### src/sv/tcf_pkg.sv
// Shared types, constants and tables for the tilt complementary filter.
package tcf_pkg;

    localparam int unsigned AtanTabLen = 24;
    localparam int unsigned ZW = 32;   // CORDIC angle accumulator, 2^-24 degree

    function automatic logic signed [ZW-1:0] atan_deg(input logic [4:0] idx);
        logic signed [ZW-1:0] v;
        case (idx)
            5'd0:    v = 32'sd754974720;
            5'd1:    v = 32'sd445687602;
            5'd2:    v = 32'sd235489088;
            5'd3:    v = 32'sd119537938;
            5'd4:    v = 32'sd60000934;
            5'd5:    v = 32'sd30029717;
            5'd6:    v = 32'sd15018523;
            5'd7:    v = 32'sd7509720;
            5'd8:    v = 32'sd3754917;
            5'd9:    v = 32'sd1877466;
            5'd10:   v = 32'sd938734;
            5'd11:   v = 32'sd469367;
            5'd12:   v = 32'sd234684;
            5'd13:   v = 32'sd117342;
            5'd14:   v = 32'sd58671;
            5'd15:   v = 32'sd29335;
            5'd16:   v = 32'sd14668;
            5'd17:   v = 32'sd7334;
            5'd18:   v = 32'sd3667;
            5'd19:   v = 32'sd1833;
            5'd20:   v = 32'sd917;
            5'd21:   v = 32'sd458;
            5'd22:   v = 32'sd229;
            5'd23:   v = 32'sd115;
            default: v = '0;
        endcase
        return v;
    endfunction

    // Datapath command from the controller.
    typedef struct packed {
        logic load;        // capture a new sample
        logic sq_start;    // start one square root (sel picks the axis pair)
        logic sel;         // 0: roll operands, 1: pitch operands
        logic sq_step;     // one square-root iteration
        logic cor_init;    // load CORDIC from root and numerator
        logic cor_step;    // one CORDIC iteration
        logic tilt_save;   // store the rounded tilt angle
        logic mul_en;      // one step of the shared multiply sequence
        logic [3:0] mul_op;
        logic commit;      // update angle state and output register
    } t_cmd;

    typedef struct packed {
        logic sq_done;
        logic cor_done;
    } t_sts;

    localparam logic [3:0] MulIncX = 4'd0;
    localparam logic [3:0] MulIncY = 4'd1;
    localparam logic [3:0] MulIncZ = 4'd2;
    localparam logic [3:0] MulRollG = 4'd3;
    localparam logic [3:0] MulRollT = 4'd4;
    localparam logic [3:0] MulPitchG = 4'd5;
    localparam logic [3:0] MulPitchT = 4'd6;

endpackage

### src/sv/tcf_ctrl.sv
// Sequencer for the tilt filter: square roots, CORDIC runs and the multiply steps.
module tcf_ctrl (
    input  logic           i_clk,
    input  logic           i_rst_n,
    input  logic           i_in_valid,
    output logic           o_in_stall,
    output logic           o_out_valid,
    input  logic           i_out_stall,
    output tcf_pkg::t_cmd  o_cmd,
    input  tcf_pkg::t_sts  i_sts
);
    import tcf_pkg::*;

    localparam logic [3:0] StIdle  = 4'd0;
    localparam logic [3:0] StSqS   = 4'd1;
    localparam logic [3:0] StSq    = 4'd2;
    localparam logic [3:0] StCorI  = 4'd3;
    localparam logic [3:0] StCor   = 4'd4;
    localparam logic [3:0] StSave  = 4'd5;
    localparam logic [3:0] StMul   = 4'd6;
    localparam logic [3:0] StDone  = 4'd7;
    localparam logic [3:0] StDrain = 4'd8;

    logic [3:0] r_state, n_state;
    logic       r_sel, n_sel;
    logic [3:0] r_op, n_op;
    logic       r_out_valid, n_out_valid;
    t_cmd       cmd;

    always_comb begin
        n_state = r_state;
        n_sel = r_sel;
        n_op = r_op;
        n_out_valid = r_out_valid;
        cmd = '0;
        cmd.sel = r_sel;
        cmd.mul_op = r_op;
        if (r_out_valid && !i_out_stall) begin
            n_out_valid = 1'b0;
        end
        case (r_state)
            StIdle: begin
                if (i_in_valid) begin
                    cmd.load = 1'b1;
                    n_sel = 1'b0;
                    n_state = StSqS;
                end
            end
            StSqS: begin
                cmd.sq_start = 1'b1;
                n_state = StSq;
            end
            StSq: begin
                cmd.sq_step = 1'b1;
                if (i_sts.sq_done) begin
                    n_state = StCorI;
                end
            end
            StCorI: begin
                cmd.cor_init = 1'b1;
                n_state = StCor;
            end
            StCor: begin
                cmd.cor_step = 1'b1;
                if (i_sts.cor_done) begin
                    n_state = StSave;
                end
            end
            StSave: begin
                cmd.tilt_save = 1'b1;
                if (r_sel) begin
                    n_op = MulIncX;
                    n_state = StMul;
                end else begin
                    n_sel = 1'b1;
                    n_state = StSqS;
                end
            end
            StMul: begin
                cmd.mul_en = 1'b1;
                if (r_op == MulPitchT) begin
                    n_state = StDrain;
                end else begin
                    n_op = r_op + 4'd1;
                end
            end
            // Let the last product land in the pitch angle.
            StDrain: begin
                n_state = StDone;
            end
            StDone: begin
                if (!r_out_valid || !i_out_stall) begin
                    cmd.commit = 1'b1;
                    n_out_valid = 1'b1;
                    n_state = StIdle;
                end
            end
            default: n_state = StIdle;
        endcase
    end

    always_ff @(posedge i_clk) begin
        if (!i_rst_n) begin
            r_state <= StIdle;
            r_sel <= 1'b0;
            r_op <= MulIncX;
            r_out_valid <= 1'b0;
        end else begin
            r_state <= n_state;
            r_sel <= n_sel;
            r_op <= n_op;
            r_out_valid <= n_out_valid;
        end
    end

    assign o_in_stall = (r_state != StIdle);
    assign o_out_valid = r_out_valid;
    assign o_cmd = cmd;
endmodule

### config.mk
export PLATFORM = sky130hd
export DESIGN_NAME = tcf_ctrl
export DESIGN_NICKNAME = d
export VERILOG_FILES = /design/src/sv/tcf_pkg.sv /design/src/sv/tcf_ctrl.sv
export SDC_FILE = /design/constraint.sdc
export NUM_CORES = 1
export LEC_CHECK = 0
export CAP_MARGIN = 20
export CORE_AREA = 2 2 39 41
export DETAILED_ROUTE_END_ITERATION = 10
export DIE_AREA = 0 0 41 43
export DONT_BUFFER_PORTS = 1
export PLACE_DENSITY_LB_ADDON = 0.2
export SLEW_MARGIN = 20
export SYNTH_ARGS = -nofsm -noshare
export SYNTH_HDL_FRONTEND = slang
export SYNTH_SLANG_ARGS = --single-unit
### constraint.sdc
create_clock -name i_clk -period 4.2 [get_ports i_clk]
set_clock_uncertainty 0.1 [all_clocks]
set_input_delay 0.21 -clock i_clk [delete_from_list [all_inputs] [get_ports i_clk]]
set_output_delay 0.21 -clock i_clk [all_outputs]
set_load 0.005 [all_outputs]
==> impl.org <==
** Outcome
- The run finished with clean final reports.

** Worst setup path
- Worst-path cell with the longest stage delay :: sky130_fd_sc_hd__or4b_1
- FF-to-FF setup slack :: 2.20 ns
- Required @ worst endpoint :: 4.30 ns
- Beginning of the critical path :: r_op[0]
- Worst R2R Start :: r_op[0]
- Reg-to-reg endpoint :: r_op[1]
- STA classifies the critical path endpoint as a flop.
- In this run the worst path has a maximum fanout of 6.
- Worst Reg-to-Reg Cells :: 6
- Worst stage delay on the critical path :: 0.51 ns
- Last element of the critical path :: r_op[1]
- Kind of start point of the critical path :: flop
- The setup path with the least slack is of type reg -> reg.
- CP cell instances :: inv_1 > ha_1 > and3b_1 > o22a_1 > or4b_1 > a21oi_1
- Worst path arrival time :: 2.10 ns

** GRT
- The first global-routing pass estimated 2390 microns of wire.
- Largest net degree at the start of global routing :: 19
- Antenna violations before repair :: 0
- Across every metal layer, demand over resource in global routing totals 0.194.
- Via count of the first global-routing pass :: 554
- The total overflow left after global routing is 0.

** Timing
- Maximum clock frequency :: 500 MHz
- RSZ-0062 raised after global routing :: no
- After routing, the total negative slack on setup checks comes to 0 ns.
- Worst Tran Pin Value :: 0.563 ns
- Final Setup Violations :: 0
- Dividing the final minimum period by the clock period gives 0.476.
- Number of failing hold endpoints at the final stage :: 0
- Max Transition Viols Final :: 0
- In this run the tightest slew margin relative to its limit is 0.624.
- Final period demand of the worst path :: 2.00 ns

** Clock network
- Count of H-tree levels built during CTS :: 1
- Clock Root Buffer :: sky130_fd_sc_hd__clkbuf_4
- TritonCTS created 3 clock buffers.
- Clock-pin slew was measured on the worst setup and hold paths at 0.07 ns.
- TritonCTS built the clock tree.
- Source-to-sink clock delay at the later pin of the worst-skew pair :: 0.27 ns
- Count of cells resized by post-cts repair :: 0
- Clock Path Buffers :: 2
- The clock net in this run drives a total of 10 sinks.

** Layout
- Fraction of final layout cells with drive strength greater than 1 :: 0.0920
- Area Overhead vs Synth :: 2.81%
- Filler cell count in the final layout :: 137
- Commonest cells after routing, fill and taps aside :: sky130_fd_sc_hd__dfxtp_1, sky130_fd_sc_hd__nor2_1, sky130_fd_sc_hd__a21oi_1, sky130_fd_sc_hd__nand2_1
- Count of antenna diodes in the layout :: 0
- Sequential cell area :: 200 sq um
- The multi-input combinational cells in the finished layout cover a total of 452 sq um.
- Excluding fillers, the count of instances in the completed layout stands at 103.
- Most common cell after layout, fill and taps aside :: sky130_fd_sc_hd__dfxtp_1
- After the last flow step, the layout net total stands at 96.

** Placement
- Detailed placement HPWL :: 1160 microns
- Including well taps, the total number of placed cells is 98.
- Input/output buffers :: 0
- The congestion estimate from routability-driven global placement came to 0.790.

** Floorplan
- Width of the die :: 41 microns
- DIE AREA :: 0.00176 sq mm
- In this run the core area contains 14 standard-cell rows.
- In this run the count of I/O pins placed on the die edge is 21.
- Die height :: 43 microns
- Placeable core region :: 0.00138 sq mm
- Initial Util :: 0.515

** Synthesis
- After synthesis the netlist holds a flip-flop and latch count of 10.
- Yosys mapped a number of flops with a built-in enable equal to 0.
- Post-Synthesis Cells :: 90
- Most frequently used flop master after synthesis :: sky130_fd_sc_hd__dfxtp_1
- The netlist uses 37 different library cells.
- The cell area that synthesis handed to floorplanning was 713 sq um.
- Of the post-synthesis cell area, the dominant cell type holds 0.281.
- sky130_fd_sc_hd__dfxtp_1 takes more of the synthesized area than any other cell.
- After synthesis, the mean cell area works out to 7.92 sq um.
- Syn. warnings :: 0
- Share of flip-flops with an asynchronous set or reset :: 0
- Ranking of synthesized cells by area :: sky130_fd_sc_hd__dfxtp_1, sky130_fd_sc_hd__a21oi_1, sky130_fd_sc_hd__nor2_1
- Net count after synthesis :: 98
- The share of the Yosys chip area taken by registers is 0.281.

** Route
- Detailed Route WL :: 1610 microns
- Routed vias/inst :: 6.36
- The routed layout has 655 vias.
- The first routing iteration left 18 violations.
- Routed wire per std cell :: 15.6 microns
- Before antenna repair, the detailed router went through 4 iterations.
- DRC violation count after routing :: 0
- Routed Antenna Nets :: 0

** Power and ir drop
- For this design the static power due to leakage is 0.267 nW.
- Power density normalized to cell area :: 569 mW/mm^2
- Worst vdd ir :: 284 uV

** Hold path
- Path class of the lowest-slack min-delay path :: in -> reg

** Flow run
- Across the run, the number of max-cap violations was 0.
-- how the worst min path moves through the flow --
stage | depth (start not counted) | slack [ns] | from | to
4_1_cts | 2 | 0.01 | i_out_stall | o_out_valid
3_5_place_dp | 1 | 0.26 | i_rst_n | r_state[3]
2_1_floorplan | 1 | 0.26 | i_rst_n | r_state[3]
6_report | 2 | 0.02 | i_out_stall | o_out_valid
5_1_grt | 2 | 0.04 | i_out_stall | o_out_valid
3_3_place_gp | 1 | 0.26 | i_rst_n | r_state[3]
-- synthesized netlist by cell type, types with 2 or more instances --
cell and count:
sky130_fd_sc_hd__or3b_1 2, sky130_fd_sc_hd__ha_1 2, sky130_fd_sc_hd__o31ai_1 3, sky130_fd_sc_hd__nand2b_1 3, sky130_fd_sc_hd__clkbuf_1 4, sky130_fd_sc_hd__xnor2_1 2, sky130_fd_sc_hd__o22ai_1 3, sky130_fd_sc_hd__nand2_1 5
sky130_fd_sc_hd__inv_1 4, sky130_fd_sc_hd__a21oi_1 7, sky130_fd_sc_hd__dfxtp_1 10, sky130_fd_sc_hd__and3_1 4, sky130_fd_sc_hd__nor2_1 9, sky130_fd_sc_hd__o21ai_0 3, sky130_fd_sc_hd__nand3b_1 2, sky130_fd_sc_hd__nor2b_1 3
sky130_fd_sc_hd__or4_1 2, sky130_fd_sc_hd__buf_4 2, sky130_fd_sc_hd__a31oi_1 2
-- critical path: cells and delay by family, from the launching register on --
| kind | cells | cell delay, ns |
|---|---|---|
| adders and majority gates | 1 | 0.20 |
| and+or+nand+nor | 2 | 0.73 |
| AOI/OAI and AO/OA | 2 | 0.41 |
| DFF | 1 | 0.40 |
| buffers and inverters | 1 | 0.10 |
-- logic make-up after synthesis --
| logic type | after synthesis | synth area share |
|---|---|---|
| flip-flops | 10 | 0.281 |
| XOR/XNOR | 2 | 0.0246 |
| multiplexers | 1 | 0.0140 |
| adder cells (fa/ha/maj) | 3 | 0.0491 |
| AND/OR/NAND/NOR | 39 | 0.332 |
| AO/OA/AOI/OAI | 23 | 0.214 |
| buffers and inverters | 12 | 0.0859 |
-- per-layer routing --
metal	wire length (microns)	vias up	GRT usage
met4	14	0	0.113
met3	69	2	0.0209
met2	835	19	0.294
met5	0	-	0
li1	-	322	-
met1	687	312	0.251
-- area by class of cell --
cell class | count | area share
tap | 16 | 0.0273
clock buffer | 4 | 0.0495
multi-input combinational | 68 | 0.616
sequential | 10 | 0.273
timing repair buffer | 1 | 0.0137
inverter | 4 | 0.0205
-- power breakdown --
part	internal (W)	switching, W	leakage [nW]
clock network	0.0000526	0.0000370	0.0210
logic	0.0000787	0.0000856	0.165
registers	0.000109	0.0000540	0.0812
-- stage by stage --
stage | hold WS [ns] | total power [W] | setup WS (ns) | utilization | cell area, sq um
2_1_floorplan | 0.256 | 0.000311 | 2.39 | - | 713
3_3_place_gp | 0.259 | 0.000321 | 2.26 | 0.496 | 687
3_5_place_dp | 0.262 | 0.000327 | 2.23 | 0.496 | 687
4_1_cts | 0.0146 | 0.000418 | 2.21 | 0.530 | 733
5_1_grt | 0.0448 | 0.000446 | 2.11 | 0.530 | 733
6_report | 0.0229 | 0.000417 | 2.20 | 0.530 | 733
-- sequential cells by signal (all words and copies together), names as in the netlist --
signal       count
o_out_valid      1
r_op             4
r_state          4
r_sel            1
-- what timing repair did --
item                                   in CTS  in global routing
buffers inserted                            0                  0
endpoints found under the hold margin       1                  0
hold buffers                                1                  0
Note: power is estimated with default switching activity, not from simulation.
